## config.mk

```make
export PLATFORM = sky130hd
export DESIGN_NAME = acc_div_pipe
export DESIGN_NICKNAME = d
export VERILOG_FILES = /design/src/rtl/axis_contain_clamp_wrap_assert.svh /design/src/rtl/acc_div_pipe.sv
export SDC_FILE = /design/constraint.sdc
export NUM_CORES = 2
export LEC_CHECK = 0
export CAP_MARGIN = 20
export CORE_MARGIN = 8
export CORE_UTILIZATION = 45
export DETAILED_ROUTE_END_ITERATION = 8
export DONT_BUFFER_PORTS = 1
export SLEW_MARGIN = 20
export SYNTH_ARGS = -nofsm -noshare
export SYNTH_HDL_FRONTEND = slang
export SYNTH_SLANG_ARGS = --single-unit
```

## constraint.sdc

```tcl
create_clock -name clk_i -period 6.4 [get_ports clk_i]
set_input_delay 0.32 -clock clk_i [delete_from_list [all_inputs] [get_ports clk_i]]
set_output_delay 0.32 -clock clk_i [all_outputs]
set_load 0.02 [all_outputs]
```

## src/rtl/axis_contain_clamp_wrap_assert.svh

```systemverilog
// Assertion macros for the axis containment block
`ifndef AXIS_CONTAIN_CLAMP_WRAP_ASSERT_SVH
`define AXIS_CONTAIN_CLAMP_WRAP_ASSERT_SVH

// Implication checked at every rising clock edge outside reset
`define ACC_ASSERT_IMP(lbl, ante, cons, msg) \
  lbl: assert property (@(posedge clk_i) disable iff (!rst_ni) (ante) |-> (cons)) \
    else $error(msg);

// Condition that holds at every rising clock edge outside reset
`define ACC_ASSERT_ALWAYS(lbl, cond, msg) \
  lbl: assert property (@(posedge clk_i) disable iff (!rst_ni) (cond)) \
    else $error(msg);

`endif

```

## src/rtl/acc_div_pipe.sv

```systemverilog
module acc_div_pipe #(
  parameter int unsigned STEPS = 16,
  parameter int unsigned SW    = 8
) (
  input  logic             clk_i,
  input  logic             rst_ni,
  input  logic             valid_i,
  input  logic [31:0]      rem_i,
  input  logic [STEPS-1:0] num_i,
  input  logic [31:0]      div_i,
  input  logic [SW-1:0]    side_i,
  output logic             valid_o,
  output logic [31:0]      rem_o,
  output logic [STEPS-1:0] quot_o,
  output logic [SW-1:0]    side_o
);

  // One restoring step per stage, numerator bits enter MSB first
  logic             valid_q [STEPS];
  logic [31:0]      rem_q   [STEPS];
  logic [STEPS-1:0] num_q   [STEPS];
  logic [STEPS-1:0] quot_q  [STEPS];
  logic [SW-1:0]    side_q  [STEPS];

  for (genvar k = 0; k < STEPS; k++) begin : g_step
    logic             v_in;
    logic [31:0]      r_in;
    logic [STEPS-1:0] n_in;
    logic [STEPS-1:0] q_in;
    logic [SW-1:0]    s_in;
    logic [32:0]      trial;
    logic [32:0]      diff;
    logic             qbit;

    if (k == 0) begin : g_first
      assign v_in = valid_i;
      assign r_in = rem_i;
      assign n_in = num_i;
      assign q_in = '0;
      assign s_in = side_i;
    end else begin : g_next
      assign v_in = valid_q[k-1];
      assign r_in = rem_q[k-1];
      assign n_in = num_q[k-1];
      assign q_in = quot_q[k-1];
      assign s_in = side_q[k-1];
    end

    assign trial = {r_in, n_in[STEPS-1]};
    assign diff  = trial - {1'b0, div_i};
    assign qbit  = (trial >= {1'b0, div_i});

    always_ff @(posedge clk_i or negedge rst_ni) begin
      if (!rst_ni) begin
        valid_q[k] <= 1'b0;
      end else begin
        valid_q[k] <= v_in;
      end
    end

    always_ff @(posedge clk_i) begin
      rem_q[k]  <= qbit ? diff[31:0] : trial[31:0];
      num_q[k]  <= n_in << 1;
      quot_q[k] <= {q_in[STEPS-2:0], qbit};
      side_q[k] <= s_in;
    end
  end

  assign valid_o = valid_q[STEPS-1];
  assign rem_o   = rem_q[STEPS-1];
  assign quot_o  = quot_q[STEPS-1];
  assign side_o  = side_q[STEPS-1];

endmodule

```

After elaboration in Yosys (flattened, before gate mapping)
Memories as Yosys holds them, arrays and structs flattened.
Index checks and enable logic that the tools add are counted.
Widths: inputs -> output; s select.

operators by class
  magnitude comparators = 16
  $add $sub $neg = 16
  mux-type cells = 16

operators by type and width
  operator        count
  $ge 33x32->1    16
  $mux 32         16
  $sub 32x32->32  16

storage, ports and cells
  output and inout port bits = 57
  bits in writable memories = 1136
  input bits = 91
  word-level logic and storage cells = 68
  flip-flop bits (word level) = 16
  memories = 4

memories
  memory  words  bits a word  read ports  clocked after memory_dff  wr ports  line                RTL
  rem_q   16     32           16          0                         16        acc_div_pipe.sv:20  logic [31:0] rem_q [STEPS];
  quot_q  16     16           16          0                         16        acc_div_pipe.sv:22  logic [STEPS-1:0] quot_q [STEPS];
  num_q   16     15           15          0                         16        acc_div_pipe.sv:21  logic [STEPS-1:0] num_q [STEPS];
  side_q  16     8            16          0                         16        acc_div_pipe.sv:23  logic [SW-1:0] side_q [STEPS];

Logic depth before layout (Yosys ltp)
An unclocked memory read counts as a cell.

  depth after elaboration = 3
  gate-level depth with buffers = 16
  gate-level depth less buffers = 13

Worst setup path before layout
Ideal clock, no wire load.

  kind = in2reg
  start point = input port div_i[1]
  end point = memory rem_q[11][30]
  data arrival time = 3.393 ns
  cell stages on the path = 14
  path slack = 2.884 ns
  cells stage by stage = inv_1 > ha_1 > nor2b_1 > o31a_1 > o31ai_4 > o21ba_2 > o41ai_4 > a2111oi_4 > o31ai_2 > nor3_1 > o21a_1 > buf_6 > buf_6 > mux2_1

RTL lines
  what         line                RTL
  from (decl)  acc_div_pipe.sv:10  input logic [31:0] div_i,
  to (decl)    acc_div_pipe.sv:20

==> flow_metrics.env <==
export IMPL_row_count=122
export IMPL_total_power_w=0.0350
export IMPL_ys_flop_type="dfxtp_1"
export IMPL_cp_end_kind="flip-flop"
export IMPL_htreeDepth=3
export IMPL_synth_warnings=0
export IMPL_finalWorstSetupSlack_ns=2.13
export IMPL_grt_pass1_vias=38800
export IMPL_outcome="complete, no violations"
export IMPL_viasPerCell=5.66
export IMPL_r2r_start="num_q[1][44]$_DFF_P_"
export IMPL_powerDensity_nw_per_um2=622
export IMPL_wl_mm=143
export IMPL_synth_cell_type_count=101
export IMPL_grt_usage_pct=22.4
export IMPL_ant_nets=0
export IMPL_setup_viol=0
export IMPL_stdcell_count=7170
export IMPL_crit_arrival_ns=4.84
export IMPL_cp_max_fo=46
export IMPL_synth_edf_count=0
export IMPL_max_cap_viol_count=0
export IMPL_synth_area_um2=50400
export IMPL_peakVddDrop_uv=350
export IMPL_die_area_um2=123000
export IMPL_dpl_cell_count=6917
export IMPL_design_core_area_um2=111000
export IMPL_hold_buffers=61
export IMPL_routabilityCongestion=0.934
export IMPL_ys_seq_area_share_pct=36.4
export IMPL_worst_pin_slew_ns=1.12
export IMPL_rsz0062_at_grt="false"
export IMPL_post_cts_buffers=0
export IMPL_maxSlewViolCount=0
export IMPL_detail_route_wl_per_cell_um=19.9
export IMPL_hold_path_class="in2reg"
export IMPL_clk_latency_ns=0.69
export IMPL_timing_worst_setup_path_type="in2reg"
export IMPL_cts_resized=0
export IMPL_yosys_top_cells_area="dfxtp_1 (36%), ha_1 (13%), a21oi_1 (5.2%)"
export IMPL_hold_viol_final=0
export IMPL_grt_pass1_wl_mm=219
export IMPL_nets=6212
export IMPL_worstSetupStartpointType="primary input"
export IMPL_dr_first_iter_drc_count=2924
export IMPL_route_detailed_drc=0
export IMPL_cts_tree="built"
export IMPL_p_leak_nw=24.6
export IMPL_cts_root_buffer="clkbuf_16"
export IMPL_final_layout_size_suffix_gt1_share_pct=9.46
export IMPL_syn_nets=6152
export IMPL_synth_cells=5533
export IMPL_pre_cts_ws_ns=1.52
export IMPL_required_ns=6.97
export IMPL_ctsLongestPathBuffers=3
export IMPL_numPortBuffers=0
export IMPL_tns_ns=0
export IMPL_ys_ff_latch=912
export IMPL_drtPass1Iterations=6
export IMPL_yosysTopAreaCellShare_pct=35.6
export IMPL_cp_startpoint="div_i[1]"
export IMPL_dp_hpwl_mm=110
export IMPL_start_util_pct=45.5
export IMPL_async_reset_ff_share_pct=1.75
export IMPL_period_share_pct=66.7
export IMPL_yosysTopAreaCell="dfxtp_1"
export IMPL_syn_avg_cell_area_um2=9.11
export IMPL_skew_ns=0.0320
export IMPL_num_io_pins=148
export IMPL_path_clk_slew_ns=0.06
export IMPL_die_x_um=351
export IMPL_die_y_um=351
export IMPL_relSlewSlack_pct=25.6
export IMPL_area_growth_pct=11.6
export IMPL_period_minus_slack_ns=4.27
export IMPL_cts_made_buffers=101
export IMPL_grt_remaining_overflow=0
export IMPL_fmax_mhz=234
export IMPL_vias=40600
export IMPL_grt_start_max_net_pins=61
export IMPL_cts_sinks=912
export IMPL_hp_start="rem_i[15]"
export IMPL_antenna_found_initial=4
==> synth_stat cells (all sizes together) (20+ instances only) <==
library cell	n
o21bai	55
nand2b	61
a21o	231
xnor2	241
dfxtp	896
xor2	174
o21a	62
buf	41
o31a	20
nor4	22
a211oi	39
and2	22
nand3	106
nor2b	75
or3	29
nor3	77
a21boi	22
o21ai	440
a31oi	48
mux2i	27
a21oi	526
mux2	239
clkbuf	121
nor2	334
o211ai	24
nand4	82
and3	38
inv	185
ha	512
nand2	479
o31ai	49
==> cells in the final DEF (no fill, tap or decap), types with 58 or more instances in the layout <==
master | Yosys | layout
xnor2_1 | 241 | 241
o21ai_0 | 428 | 428
inv_1 | 183 | 183
a21oi_1 | 524 | 524
buf_4 | 3 | 58
nor3_1 | 77 | 77
clkbuf_16 | 0 | 103
nand3_1 | 106 | 106
dfxtp_1 | 896 | 896
o21a_1 | 62 | 61
nor2b_1 | 75 | 75
dlygate4sd3_1 | 0 | 59
nand4_1 | 82 | 82
a21o_1 | 230 | 229
ha_1 | 512 | 512
nand2_1 | 479 | 479
nor2_1 | 334 | 334
xor2_1 | 174 | 174
mux2_2 | 186 | 186
nand2b_1 | 61 | 61
==> state kept, by name, summed over array words and instances (netlist names) <==
register,flops
g_step.v_in,15
quot_q,136
valid_o,1
num_q,120
rem_q,512
side_q,128
==> path summary, 6_finish.rpt <==
check                                             to  slack [ns]  cells after the start
setup reg to reg                rem_q[11][3]$_DFF_P_        2.24                     12
min in group asynchronous   g_step[5].v_in$_DFF_PN0_        0.12                      1
hold reg to reg                quot_q[1][35]$_DFF_P_        0.31                      0
setup / recovery                 rem_q[0][1]$_DFF_P_        2.13                     13
hold / removal                  rem_q[0][16]$_DFF_P_        0.04                      3
max in group asynchronous  g_step[14].v_in$_DFF_PN0_        5.83                      1
==> stage by stage <==
step | cell area [um^2] | hold WS [ns] | utilization (%)
global placement | 52000 | 0.0248 | 47.0
floorplan | 50400 | 0.0244 | -
global route | 56200 | 0.0314 | 50.7
CTS | 56200 | 0.00230 | 50.7
detailed placement | 52000 | 0.0249 | 47.0
finish | 56200 | 0.0426 | 50.8
==> power breakdown <==
| part | switching [W] | internal [W] | total (W) |
|---|---|---|---|
| Combinational | 0.0104 | 0.00875 | 0.0191 |
| Sequential | 0.00161 | 0.00806 | 0.00967 |
| Clock | 0.00250 | 0.00370 | 0.00620 |
| Total | 0.0145 | 0.0205 | 0.0350 |
==> kinds of logic after synthesis <==
kind of cell               Yosys count  synth area share [%]
muxes                              266                  6.26
DFF                                912                  36.4
adders and majority gates          528                  13.3
and+or+nand+nor                   1384                  12.9
buffers and inverters              347                  2.87
AOI/OAI and AO/OA                 1681                  21.0
xor gates and xnor gates           415                  7.21
==> metal layers <==
| metal | up-vias | part of all wire [%] | global-route usage, % |
|---|---|---|---|
| li1 | 20200 | - | - |
| met1 | 19000 | 44 | 27.9 |
| met2 | 1030 | 48 | 39.0 |
| met3 | 295 | 4.6 | 3.35 |
| met4 | 0 | 3.9 | 8.12 |
| met5 | - | 0 | 0 |
==> critical path, stage by stage <==
cell and delay [ns]:
inv_1 0.66, ha_1 0.40, nor2b_1 0.15, o31ai_1 0.39
a21oi_1 0.19, o21ai_1 0.32, o21ai_0 0.25, a21oi_1 0.32
o21ai_1 0.21, a31oi_4 0.44, buf_4 0.44, o21ai_0 0.14
dlygate4sd3_1 0.56
==> area by class of cell <==
class | count | area [um^2]
Antenna cell | 5 | 12.5
Clock buffer | 125 | 2730
Clock inverter | 62 | 848
Fill cell | 10400 | 54600
Inverter | 185 | 694
Multi-Input combinational cell | 4274 | 30700
Sequential cell | 912 | 18300
Tap cell | 1488 | 1860
Timing Repair Buffer | 119 | 1050
(Power assumes the default switching activity.)
